<file path="src/sdtq_pkg.sv">
// Package for the sorted deadline timer queue.
// Holds sizes, mode and result codes, controller types and tag helpers.
// No dependencies.
package sdtq_pkg;

   localparam int QUEUE_DEPTH = 16;
   localparam int TAG_WIDTH   = 16;
   localparam int CNT_W       = $clog2(QUEUE_DEPTH + 1);

   localparam int TAG_FIELD_W = 16;
   localparam int DEST_W      = 8;
   localparam int TIME_W      = 32;

   localparam logic [1:0] MODE_TICK  = 2'd0;
   localparam logic [1:0] MODE_SET   = 2'd1;
   localparam logic [1:0] MODE_CLEAR = 2'd2;

   localparam logic [1:0] KIND_FIRED    = 2'd0;
   localparam logic [1:0] KIND_SET_OK   = 2'd1;
   localparam logic [1:0] KIND_SET_FULL = 2'd2;
   localparam logic [1:0] KIND_DISCARD  = 2'd3;

   typedef enum logic [1:0] {
      ST_IDLE,
      ST_SET,
      ST_DRAIN,
      ST_CLEAR
   } state_type;

   typedef struct packed {
      logic       capture;
      logic       inc_elapsed;
      logic       insert;
      logic       pop;
      logic       emit;
      logic       emit_from_set;
      logic [1:0] emit_kind;
      logic       emit_last;
   } cmd_type;

   typedef struct packed {
      logic out_free;
      logic count_zero;
      logic count_one;
      logic count_full;
      logic head_due;
      logic next_due;
   } status_type;

   function automatic logic [TAG_WIDTH-1:0] tag_store(input logic [TAG_FIELD_W-1:0] v);
      logic [TAG_WIDTH-1:0] r;
      r = '0;
      for (int i = 0; i < TAG_WIDTH; i++) begin
         if (i < TAG_FIELD_W) begin
            r[i] = v[i];
         end
      end
      return r;
   endfunction

   function automatic logic [TAG_FIELD_W-1:0] tag_field(input logic [TAG_WIDTH-1:0] v);
      logic [TAG_FIELD_W-1:0] r;
      r = '0;
      for (int i = 0; i < TAG_FIELD_W; i++) begin
         if (i < TAG_WIDTH) begin
            r[i] = v[i];
         end
      end
      return r;
   endfunction

endpackage

</file>
<file path="src/sdtq_req_if.sv">
// Request channel of the timer queue: valid/ready plus one set/tick/clear item.
// Depends on sdtq_pkg.
interface sdtq_req_if;
   logic                            valid;
   logic                            ready;
   logic [1:0]                      mode;
   logic [sdtq_pkg::TIME_W-1:0]     timeout;
   logic [sdtq_pkg::TAG_FIELD_W-1:0] message_tag;
   logic [sdtq_pkg::DEST_W-1:0]     destination;

   modport source (output valid, mode, timeout, message_tag, destination, input ready);
   modport sink   (input valid, mode, timeout, message_tag, destination, output ready);
endinterface

</file>
<file path="src/sdtq_rsp_if.sv">
// Response channel of the timer queue: valid/ready plus one result beat.
// Depends on sdtq_pkg.
interface sdtq_rsp_if;
   logic                            valid;
   logic                            ready;
   logic [1:0]                      kind;
   logic [sdtq_pkg::TAG_FIELD_W-1:0] message_tag_res;
   logic [sdtq_pkg::DEST_W-1:0]     destination_res;
   logic                            last;

   modport source (output valid, kind, message_tag_res, destination_res, last, input ready);
   modport sink   (input valid, kind, message_tag_res, destination_res, last, output ready);
endinterface

</file>
<file path="src/sdtq_ctrl.sv">
// Controller FSM of the timer queue: sequences set, tick drain and clear.
// Depends on sdtq_pkg; drives the datapath by cmd_type, reads status_type.
module sdtq_ctrl (
   input  logic                 clock,
   input  logic                 reset,
   input  logic                 req_valid,
   input  logic [1:0]           req_mode,
   output logic                 req_ready,
   input  sdtq_pkg::status_type status,
   output sdtq_pkg::cmd_type    cmd
);

   sdtq_pkg::state_type state_ff, state_in;

   always_ff @(posedge clock) begin
      if (reset) begin
         state_ff <= sdtq_pkg::ST_IDLE;
      end else begin
         state_ff <= state_in;
      end
   end

   always_comb begin
      state_in = state_ff;
      case (state_ff)
         sdtq_pkg::ST_IDLE: begin
            if (req_valid) begin
               case (req_mode)
                  sdtq_pkg::MODE_TICK:  state_in = sdtq_pkg::ST_DRAIN;
                  sdtq_pkg::MODE_SET:   state_in = sdtq_pkg::ST_SET;
                  sdtq_pkg::MODE_CLEAR: state_in = sdtq_pkg::ST_CLEAR;
                  default:              state_in = sdtq_pkg::ST_IDLE;
               endcase
            end
         end
         sdtq_pkg::ST_SET: begin
            if (status.out_free) begin
               state_in = sdtq_pkg::ST_IDLE;
            end
         end
         sdtq_pkg::ST_DRAIN: begin
            if (!status.head_due) begin
               state_in = sdtq_pkg::ST_IDLE;
            end else if (status.out_free && !status.next_due) begin
               state_in = sdtq_pkg::ST_IDLE;
            end
         end
         sdtq_pkg::ST_CLEAR: begin
            if (status.count_zero) begin
               state_in = sdtq_pkg::ST_IDLE;
            end else if (status.out_free && status.count_one) begin
               state_in = sdtq_pkg::ST_IDLE;
            end
         end
         default: state_in = sdtq_pkg::ST_IDLE;
      endcase
   end

   always_comb begin
      req_ready = 1'b0;
      cmd       = '0;
      case (state_ff)
         sdtq_pkg::ST_IDLE: begin
            req_ready       = 1'b1;
            cmd.capture     = req_valid;
            cmd.inc_elapsed = req_valid && (req_mode == sdtq_pkg::MODE_TICK);
         end
         sdtq_pkg::ST_SET: begin
            if (status.out_free) begin
               cmd.emit          = 1'b1;
               cmd.emit_from_set = 1'b1;
               cmd.emit_last     = 1'b1;
               cmd.insert        = !status.count_full;
               cmd.emit_kind     = status.count_full ? sdtq_pkg::KIND_SET_FULL
                                                     : sdtq_pkg::KIND_SET_OK;
            end
         end
         sdtq_pkg::ST_DRAIN: begin
            if (status.head_due && status.out_free) begin
               cmd.emit      = 1'b1;
               cmd.pop       = 1'b1;
               cmd.emit_kind = sdtq_pkg::KIND_FIRED;
               cmd.emit_last = !status.next_due;
            end
         end
         sdtq_pkg::ST_CLEAR: begin
            if (!status.count_zero && status.out_free) begin
               cmd.emit      = 1'b1;
               cmd.pop       = 1'b1;
               cmd.emit_kind = sdtq_pkg::KIND_DISCARD;
               cmd.emit_last = status.count_one;
            end
         end
         default: begin
            req_ready = 1'b0;
         end
      endcase
   end

endmodule

</file>
<file path="src/sdtq_dp.sv">
// Datapath of the timer queue: sorted shift cells, elapsed counter, output register.
// Depends on sdtq_pkg; controlled by sdtq_ctrl through cmd_type.
module sdtq_dp (
   input  logic                              clock,
   input  logic                              reset,
   input  logic [sdtq_pkg::TIME_W-1:0]       req_timeout,
   input  logic [sdtq_pkg::TAG_FIELD_W-1:0]  req_message_tag,
   input  logic [sdtq_pkg::DEST_W-1:0]       req_destination,
   input  sdtq_pkg::cmd_type                 cmd,
   output sdtq_pkg::status_type              status,
   input  logic                              rsp_ready,
   output logic                              rsp_valid,
   output logic [1:0]                        rsp_kind,
   output logic [sdtq_pkg::TAG_FIELD_W-1:0]  rsp_message_tag_res,
   output logic [sdtq_pkg::DEST_W-1:0]       rsp_destination_res,
   output logic                              rsp_last
);

   localparam int N = sdtq_pkg::QUEUE_DEPTH;

   logic [sdtq_pkg::TIME_W-1:0]      elapsed_ff, elapsed_in;
   logic [sdtq_pkg::CNT_W-1:0]       count_ff, count_in;
   logic [sdtq_pkg::TIME_W-1:0]      dl_ff  [N];
   logic [sdtq_pkg::TIME_W-1:0]      dl_in  [N];
   logic [sdtq_pkg::TAG_WIDTH-1:0]   tag_ff [N];
   logic [sdtq_pkg::TAG_WIDTH-1:0]   tag_in [N];
   logic [sdtq_pkg::DEST_W-1:0]      dst_ff [N];
   logic [sdtq_pkg::DEST_W-1:0]      dst_in [N];
   logic [N-1:0]                     le;

   logic [sdtq_pkg::TIME_W-1:0]      new_dl_ff;
   logic [sdtq_pkg::TAG_WIDTH-1:0]   new_tag_ff;
   logic [sdtq_pkg::DEST_W-1:0]      new_dst_ff;

   logic                             out_valid_ff, out_valid_in;
   logic [1:0]                       out_kind_ff;
   logic [sdtq_pkg::TAG_FIELD_W-1:0] out_tag_ff;
   logic [sdtq_pkg::DEST_W-1:0]      out_dst_ff;
   logic                             out_last_ff;

   // control state
   always_ff @(posedge clock) begin
      if (reset) begin
         elapsed_ff   <= '0;
         count_ff     <= '0;
         out_valid_ff <= 1'b0;
      end else begin
         elapsed_ff   <= elapsed_in;
         count_ff     <= count_in;
         out_valid_ff <= out_valid_in;
      end
   end

   always_comb begin
      elapsed_in = cmd.inc_elapsed ? elapsed_ff + 1'b1 : elapsed_ff;
      count_in   = count_ff;
      if (cmd.insert) begin
         count_in = count_ff + 1'b1;
      end else if (cmd.pop) begin
         count_in = count_ff - 1'b1;
      end
      if (cmd.emit) begin
         out_valid_in = 1'b1;
      end else if (rsp_ready) begin
         out_valid_in = 1'b0;
      end else begin
         out_valid_in = out_valid_ff;
      end
   end

   // cells at or past count hold stale data; the prefix test keeps them out
   always_comb begin
      for (int i = 0; i < N; i++) begin
         le[i] = (sdtq_pkg::CNT_W'(i) < count_ff) && (dl_ff[i] <= new_dl_ff);
      end
      for (int i = 0; i < N; i++) begin
         dl_in[i]  = dl_ff[i];
         tag_in[i] = tag_ff[i];
         dst_in[i] = dst_ff[i];
         if (cmd.insert && !le[i]) begin
            if (i == 0 || le[(i == 0) ? 0 : i - 1]) begin
               dl_in[i]  = new_dl_ff;
               tag_in[i] = new_tag_ff;
               dst_in[i] = new_dst_ff;
            end else begin
               dl_in[i]  = dl_ff[(i == 0) ? 0 : i - 1];
               tag_in[i] = tag_ff[(i == 0) ? 0 : i - 1];
               dst_in[i] = dst_ff[(i == 0) ? 0 : i - 1];
            end
         end else if (cmd.pop && i < N - 1) begin
            dl_in[i]  = dl_ff[(i < N - 1) ? i + 1 : i];
            tag_in[i] = tag_ff[(i < N - 1) ? i + 1 : i];
            dst_in[i] = dst_ff[(i < N - 1) ? i + 1 : i];
         end
      end
   end

   always_ff @(posedge clock) begin
      for (int i = 0; i < N; i++) begin
         dl_ff[i]  <= dl_in[i];
         tag_ff[i] <= tag_in[i];
         dst_ff[i] <= dst_in[i];
      end
      if (cmd.capture) begin
         new_dl_ff  <= elapsed_ff + req_timeout;
         new_tag_ff <= sdtq_pkg::tag_store(req_message_tag);
         new_dst_ff <= req_destination;
      end
      if (cmd.emit) begin
         out_kind_ff <= cmd.emit_kind;
         out_last_ff <= cmd.emit_last;
         if (cmd.emit_from_set) begin
            out_tag_ff <= sdtq_pkg::tag_field(new_tag_ff);
            out_dst_ff <= new_dst_ff;
         end else begin
            out_tag_ff <= sdtq_pkg::tag_field(tag_ff[0]);
            out_dst_ff <= dst_ff[0];
         end
      end
   end

   always_comb begin
      status.out_free   = !out_valid_ff || rsp_ready;
      status.count_zero = (count_ff == '0);
      status.count_one  = (count_ff == sdtq_pkg::CNT_W'(1));
      status.count_full = (count_ff == sdtq_pkg::CNT_W'(N));
      status.head_due   = (count_ff != '0) && (dl_ff[0] <= elapsed_ff);
      status.next_due   = (count_ff > sdtq_pkg::CNT_W'(1)) && (dl_ff[1] <= elapsed_ff);
   end

   assign rsp_valid           = out_valid_ff;
   assign rsp_kind            = out_kind_ff;
   assign rsp_message_tag_res = out_tag_ff;
   assign rsp_destination_res = out_dst_ff;
   assign rsp_last            = out_last_ff;

endmodule

</file>
<file path="src/sorted_deadline_timer_queue.sv">
// Sorted deadline timer queue, top level: controller plus shift-cell datapath.
// The first result beat is registered in the set, drain or clear state that
// follows the taken item, once the single output register is free. A new item is
// taken only when idle; tick and clear pop one head per cycle while it is free.
// Reset (synchronous, active high) zeroes elapsed time and empties the queue.
// Depends on sdtq_pkg, sdtq_req_if, sdtq_rsp_if, sdtq_ctrl, sdtq_dp.
module sorted_deadline_timer_queue (
   input  logic       clock,
   input  logic       reset,
   sdtq_req_if.sink   req_if,
   sdtq_rsp_if.source rsp_if
);

   sdtq_pkg::cmd_type    cmd;
   sdtq_pkg::status_type status;

   sdtq_ctrl u_ctrl (
      .clock     (clock),
      .reset     (reset),
      .req_valid (req_if.valid),
      .req_mode  (req_if.mode),
      .req_ready (req_if.ready),
      .status    (status),
      .cmd       (cmd)
   );

   sdtq_dp u_dp (
      .clock               (clock),
      .reset               (reset),
      .req_timeout         (req_if.timeout),
      .req_message_tag     (req_if.message_tag),
      .req_destination     (req_if.destination),
      .cmd                 (cmd),
      .status              (status),
      .rsp_ready           (rsp_if.ready),
      .rsp_valid           (rsp_if.valid),
      .rsp_kind            (rsp_if.kind),
      .rsp_message_tag_res (rsp_if.message_tag_res),
      .rsp_destination_res (rsp_if.destination_res),
      .rsp_last            (rsp_if.last)
   );

endmodule

</file>
<file path="src/flat_wrapper.sv">
// flat-port wrapper written by rule: the top's interface ports become plain ports
module sorted_deadline_timer_queue_flat 
  (clock, reset, req_if_valid, req_if_mode, req_if_timeout, req_if_message_tag, req_if_destination, req_if_ready, rsp_if_valid, rsp_if_kind, rsp_if_message_tag_res, rsp_if_destination_res, rsp_if_last, rsp_if_ready);
  sdtq_req_if req_if_i ();
  sdtq_rsp_if rsp_if_i ();
  input  logic clock;
  input  logic reset;
  input wire logic [$bits(req_if_i.valid)-1:0] req_if_valid;
  input wire logic [$bits(req_if_i.mode)-1:0] req_if_mode;
  input wire logic [$bits(req_if_i.timeout)-1:0] req_if_timeout;
  input wire logic [$bits(req_if_i.message_tag)-1:0] req_if_message_tag;
  input wire logic [$bits(req_if_i.destination)-1:0] req_if_destination;
  output wire logic [$bits(req_if_i.ready)-1:0] req_if_ready;
  output wire logic [$bits(rsp_if_i.valid)-1:0] rsp_if_valid;
  output wire logic [$bits(rsp_if_i.kind)-1:0] rsp_if_kind;
  output wire logic [$bits(rsp_if_i.message_tag_res)-1:0] rsp_if_message_tag_res;
  output wire logic [$bits(rsp_if_i.destination_res)-1:0] rsp_if_destination_res;
  output wire logic [$bits(rsp_if_i.last)-1:0] rsp_if_last;
  input wire logic [$bits(rsp_if_i.ready)-1:0] rsp_if_ready;
  assign req_if_i.valid = req_if_valid;
  assign req_if_i.mode = req_if_mode;
  assign req_if_i.timeout = req_if_timeout;
  assign req_if_i.message_tag = req_if_message_tag;
  assign req_if_i.destination = req_if_destination;
  assign req_if_ready = req_if_i.ready;
  assign rsp_if_valid = rsp_if_i.valid;
  assign rsp_if_kind = rsp_if_i.kind;
  assign rsp_if_message_tag_res = rsp_if_i.message_tag_res;
  assign rsp_if_destination_res = rsp_if_i.destination_res;
  assign rsp_if_last = rsp_if_i.last;
  assign rsp_if_i.ready = rsp_if_ready;
  sorted_deadline_timer_queue u_core (.clock(clock), .reset(reset), .req_if(req_if_i), .rsp_if(rsp_if_i));
endmodule
</file>
<file path="config.mk">
export PLATFORM = sky130hd
export DESIGN_NAME = sorted_deadline_timer_queue_flat
export DESIGN_NICKNAME = d
export VERILOG_FILES = /design/src/sdtq_pkg.sv /design/src/sdtq_req_if.sv /design/src/sdtq_rsp_if.sv /design/src/sdtq_ctrl.sv /design/src/sdtq_dp.sv /design/src/sorted_deadline_timer_queue.sv /design/src/flat_wrapper.sv
export SDC_FILE = /design/constraint.sdc
export NUM_CORES = 2
export LEC_CHECK = 0
export BUFFER_PORTS_ARGS = -buffer_cell sky130_fd_sc_hd__buf_2
export CAP_MARGIN = 15
export CORE_AREA = 2 2 342 344
export CTS_CLUSTER_DIAMETER = 100
export DETAILED_ROUTE_END_ITERATION = 10
export DIE_AREA = 0 0 344 346
export GPL_ROUTABILITY_DRIVEN = 0
export PLACE_DENSITY = 0.73
export SLEW_MARGIN = 40
export SYNTH_ARGS = -nofsm -noshare
export SYNTH_HDL_FRONTEND = slang
export SYNTH_SLANG_ARGS = --single-unit
</file>
<file path="constraint.sdc">
create_clock -name clock -period 15.9 [get_ports clock]
set_input_delay 3.18 -clock clock [delete_from_list [all_inputs] [get_ports clock]]
set_output_delay 3.18 -clock clock [all_outputs]
set_load 0.05 [all_outputs]
</file>
* Yosys cells after proc, flatten, opt, wreduce, memory -nomap -nowiden
Memory sizes are Yosys's and may differ from the RTL's.
Index checks and enable logic that the tools add are counted.
** Cells by class
- Equality and inequality tests :: 11
- Order comparisons :: 35
- Multiplexer cells :: 166
- $add $sub $neg :: 4
- Reductions and logical operators :: 67
** Operators by type and width (number)
- 2-to-1 mux 32 bit :: 46
- 2-to-1 mux 16 bit :: 47
- less-or-equal comparator 32 bit :: 18
- 2-to-1 mux 8 bit :: 47
- < comparator 4 x 5 -> 1 bit (first input constant) :: 8
- logical AND 1 bit :: 39
- adder 32 x 1 -> 32 bit (second input constant) :: 1
- adder 32 bit :: 1
- zero test 1 bit :: 20
- < comparator 3 x 5 -> 1 bit (first input constant) :: 4
- 2-to-1 mux 2 bit :: 10
- 2-to-1 mux 5 bit :: 3
- < comparator 1 x 5 -> 1 bit (first input constant) :: 2
- < comparator 2 x 5 -> 1 bit (first input constant) :: 2
- case mux 3 bit (3 select lines) :: 1
- case mux 2 bit (4 select lines) :: 1
- 2-to-1 mux 1 bit :: 7
- == test 2 bit (second input constant) :: 3
- inequality test 3 bit (second input constant) :: 2
- case mux 2 bit (3 select lines) :: 1
- adder 5 x 1 -> 5 bit (second input constant) :: 1
- == test 5 x 1 -> 1 bit (second input constant) :: 1
- == test 5 bit (second input constant) :: 1
- greater-than comparator 5 x 1 -> 1 bit (second input constant) :: 1
- 12 further kinds :: 16
** Storage, ports and cells
- Register bits :: 123
- Input bits :: 62
- Memories kept :: 3
- Logic and storage cells :: 297
- Output and inout port bits :: 29
- Bits in writable memories :: 896
** Memories
- u_core.u_dp.dl_ff :: depth 16, width 32, read ports 16, clocked after Yosys merged registers in 0, wr ports 16, line sdtq_dp.sv:23 : logic [sdtq_pkg::TIME_W-1:0] dl_ff [N];
- u_core.u_dp.tag_ff :: depth 16, width 16, read ports 16, clocked after Yosys merged registers in 0, wr ports 16, line sdtq_dp.sv:25 : logic [sdtq_pkg::TAG_WIDTH-1:0] tag_ff [N];
- u_core.u_dp.dst_ff :: depth 16, width 8, read ports 16, clocked after Yosys merged registers in 0, wr ports 16, line sdtq_dp.sv:27 : logic [sdtq_pkg::DEST_W-1:0] dst_ff [N];

* Longest topological paths before layout
An unclocked memory read counts as a cell.
- Depth after elaboration :: 8
- Depth in mapped cells :: 14
- Depth with buffers taken out :: 11

* Cells and area by module
Synthesis repeated with hierarchy kept, for this count alone.
** Second synthesis, totals
- Cell total of the unflattened synthesis :: 5747
- Area, all modules :: 64259.1 um2
** Modules (own cells, without submodules)
- sdtq_dp :: cells an instance 5704, seq. area each 30158.9 um2, times used 1, area each 63991.4 um2
- sdtq_ctrl :: cells an instance 43, seq. area each 40.0 um2, times used 1, area each 267.8 um2

* Worst setup path before layout
No wires, ideal clock.
- Path type :: input port to flip-flop
- Start :: input rsp_if_ready
- End :: memory u_core.u_dp.dl_ff[1][192] (netlist bit) (enable)
- Arrival :: 8250 ps
- Data required time :: 15353 ps
- Setup slack :: 7103 ps
- Stages :: 8
- Buffers on the path :: 4
- Setup time :: 547 ps
- Cell sequence :: nand2b_1 > and2_1 > buf_2 > nand2_1 > buf_2 > clkbuf_1 > clkbuf_1 > o21ai_0
** RTL lines
- start, declared :: line flat_wrapper.sv:19 : input wire logic [$bits(rsp_if_i.ready)-1:0] rsp_if_ready;
- end, declared :: line sdtq_dp.sv:23

==> metrics.cfg <==
[layout]
drive_gt1_share_pct = 12.8
mostFrequentLayoutCells = 979 x edfxtp_1, 685 x a21oi_1, 614 x ha_1
area_delta_synth_final_pct = 8.59
final_util_pct = 61.5
multi_input_area_um2 = 33200
seqCellArea_um2 = 30200
fillerInstances = 9140
antenna_cells = 0
design_area_um2 = 71000
final_common_cell = edfxtp_1
nNetsFinal = 6627

[critical_path]
crit_arrival_ns = 6.75
path_class = in -> reg
timing.critical_path.from = rsp_if_ready
cp_top_family = simple AND/OR/NAND/NOR gates
cp_max_fo = 57
required_ns = 16.33
end_kind = register
critical_path.max_stage_delay_ns = 0.60
cpMaxStageDelayCell = and2_2
worst_setup_path_start_kind = input pin
cp_cell_sequence = buf_2 -> nand2b_1 -> and2_2 -> nand2_2 -> buf_4 -> nor3b_1 -> a21boi_4 -> buf_4 -> or2_2 -> buf_4 -> a31oi_1
worst-path-buf-inv = 4
path_common_cell = buf_4
r2r_start = u_core.u_dp.new_dl_ff[15]$_DFFE_PP_

[global_routing]
grt_max_degree = 157
grt_pass1_vias = 48000
antenna_found_initial = 0
grt_pass1_wl_mm = 272
gr-total-overflow = 0
track_usage_pct = 28.5

[clock_network]
clockBufferDepth = 3
cts_hold_buf = 0
clkTransAtPathRegs_ns = 0.06
postCtsSetupRepairBufs = 0
clkSinkCount = 1019
worst_skew_pair.late_latency_ns = 0.74
cts_made_buffers = 106
cts_max_level = 3
root_buffer = clkbuf_16
cts_resized = 0
cts_tree = done

[route]
firstDrtPassIters = 5
routedWlPerCell_um = 22.9
drc = 0
vias = 49300
ant_nets = 0
avgViaCountPerCell = 6.51
dr.first_iter.drc_count = 5144
totalWireLength_mm = 173

[timing]
fin_crit_sh_pct = 39.7
rsz0062_at_grt = false
tightestPinTransition_ns = 1.01
max_freq_ghz = 0.158
setup_ws_ns = 9.59
max_slew_margin_pct = 32.4
skew_ns = 0.0365
setup_tns_ns = 0
period_minus_slack_ns = 6.31
finalSetupViolations = 0
fin_hold_ws_ns = 0.545
hold_viol = 0
drv_slew = 0

[synthesis]
avgSynthCellArea_um2 = 10.8
synth_edf_count = 979
synth_top_area_share_pct = 45.0
synth_top_family_by_area = compound AO/OA/AOI/OAI gates
syn-num-nets = 6706
synth.mux.area_fraction_pct = 14.4
synth_xor_area_share_pct = 0.751
synth_cell_type_count = 78
synth-compound-area-share_pct = 14.4
yosys.area.top_type = edfxtp_1
synth_seq_area_share_pct = 46.2
synth-seq-cells = 1019
synth_area_um2 = 65300
synth_top_flop_cell = edfxtp_1
ys_warn_count = 0
syn_inst = 6029
yosys.area_share.simple_pct = 8.86
synth-adder-area-share_pct = 11.8
ys_top_cells_by_area = edfxtp_1 45%, ha_1 12%, mux2i_1 8.4%, mux2_2 5.4%, a21oi_1 5.3%
synthArstFlopShare_pct = 0

[pwr]
power_density_nw_per_um2 = 97.1
max-vdd-ir-drop_mv = 0.0974
power_leakage_nw = 29.4

[placed_design]
hpwl_mm = 127
place_ws_ns = 8.93
placed_area_um2 = 67300
io_buffer_count = 90

[floorplan]
die_x_um = 344
io_pins = 91
core_area_um2 = 115000
initial_utilization_pct = 56.6
die_h_um = 346
rows = 125
dieArea_um2 = 119000

[run]
drv_cap = 0

[worst_hold_path]
hp-class = reg -> reg
hold_path_startpoint = u_core.u_dp.tag_ff[0][8]$_DFFE_PP_

[outcome]
status = completed

## kinds of logic (layout without fill, tap and decap cells)
kind of cell	after synthesis	count (layout)
AO/OA/AOI/OAI	1644	1644
XOR/XNOR	56	56
adder cells (fa/ha/maj)	615	615
buffers and inverters	558	573
flip-flops	1019	1019
multiplexers	897	897
AND/OR/NAND/NOR	1240	1240
## where the power goes
part	total [W]	switching (W)	internal, W	leakage, nW
Sequential	0.00325	0.000128	0.00312	9.29
Clock	0.00256	0.00112	0.00144	1.73
Combinational	0.00108	0.000665	0.000416	18.4
## metal layers
layer  share of wire [%]  GRT usage (%)
met5                   0              0
met2                  44           43.3
met4                 3.4           10.5
met3                 8.3           3.43
met1                  44           41.9
## cell type report
type                       instances  share of cell area, %
timing repair buffer             228                   2.20
clock inverter                    72                   1.00
sequential                      1019                   42.6
multi-input combinational       4452                   46.8
inverter                         143                  0.756
clock buffer                     130                   4.00
tap                             1524                   2.69
## synthesized netlist by cell type (6+ instances only)
master and count:
nor2_1 422, nor4_1 14, o21a_1 35, or3_1 7, nand4_1 127, buf_1 35
and3_1 10, and4_1 8, or2_2 7, edfxtp_1 979, a211oi_1 16, o21ai_0 412
nand2_1 232, a21o_1 160, nor3_1 96, inv_1 143, ha_1 614, o21ai_1 22
o211ai_1 27, mux2_1 33, buf_4 9, or4_1 6, o221ai_1 7, nor2b_1 47
o22ai_1 11, a31oi_1 182, clkbuf_1 249, mux2i_1 549, a21oi_1 693, xnor2_1 45
nand2b_1 19, dfxtp_1 40, nand3_1 216, mux2_2 315, and2_1 14, a2111oi_0 6
buf_2 114, o31ai_1 9, xor2_1 11, buf_6 8
## sequential cells by signal (all words and copies together), names as in the netlist
name	count
u_core.u_ctrl.state_ff	2
u_core.u_dp.count_ff	5
u_core.u_dp.dl_ff	512
u_core.u_dp.dst_ff	128
u_core.u_dp.elapsed_ff	32
u_core.u_dp.new_dl_ff	32
u_core.u_dp.new_dst_ff	8
u_core.u_dp.new_tag_ff	16
u_core.u_dp.rsp_destination_res	8
u_core.u_dp.rsp_kind	2
u_core.u_dp.rsp_last	1
u_core.u_dp.rsp_message_tag_res	16
u_core.u_dp.rsp_valid	1
u_core.u_dp.tag_ff	256
## final timing paths
kind         slack (ns)                                      endpoint  cells past startpoint
max                9.59          u_core.u_dp.tag_ff[1][107]$_DFFE_PP_                     11
min                0.54  u_core.u_dp.rsp_message_tag_res[8]$_DFFE_PP_                      2
max reg2reg       10.42           u_core.u_dp.dl_ff[1][139]$_DFFE_PP_                     14
min reg2reg        0.54  u_core.u_dp.rsp_message_tag_res[8]$_DFFE_PP_                      2
## tightest hold or removal path, delay by kind of cell (launching register included)
family,cells,cell delay [ns]
DFF,1,0.34
and+or+nand+nor,2,0.11
## metrics by stage
step	total power, W	instances
final	0.00689	7568
after global routing	0.00714	7568
after CTS	0.00689	7563
after detailed placement	0.00436	7361
after global placement	0.00431	7360
after floorplan	0.00404	6029
Power figures use the tool's default switching activity.
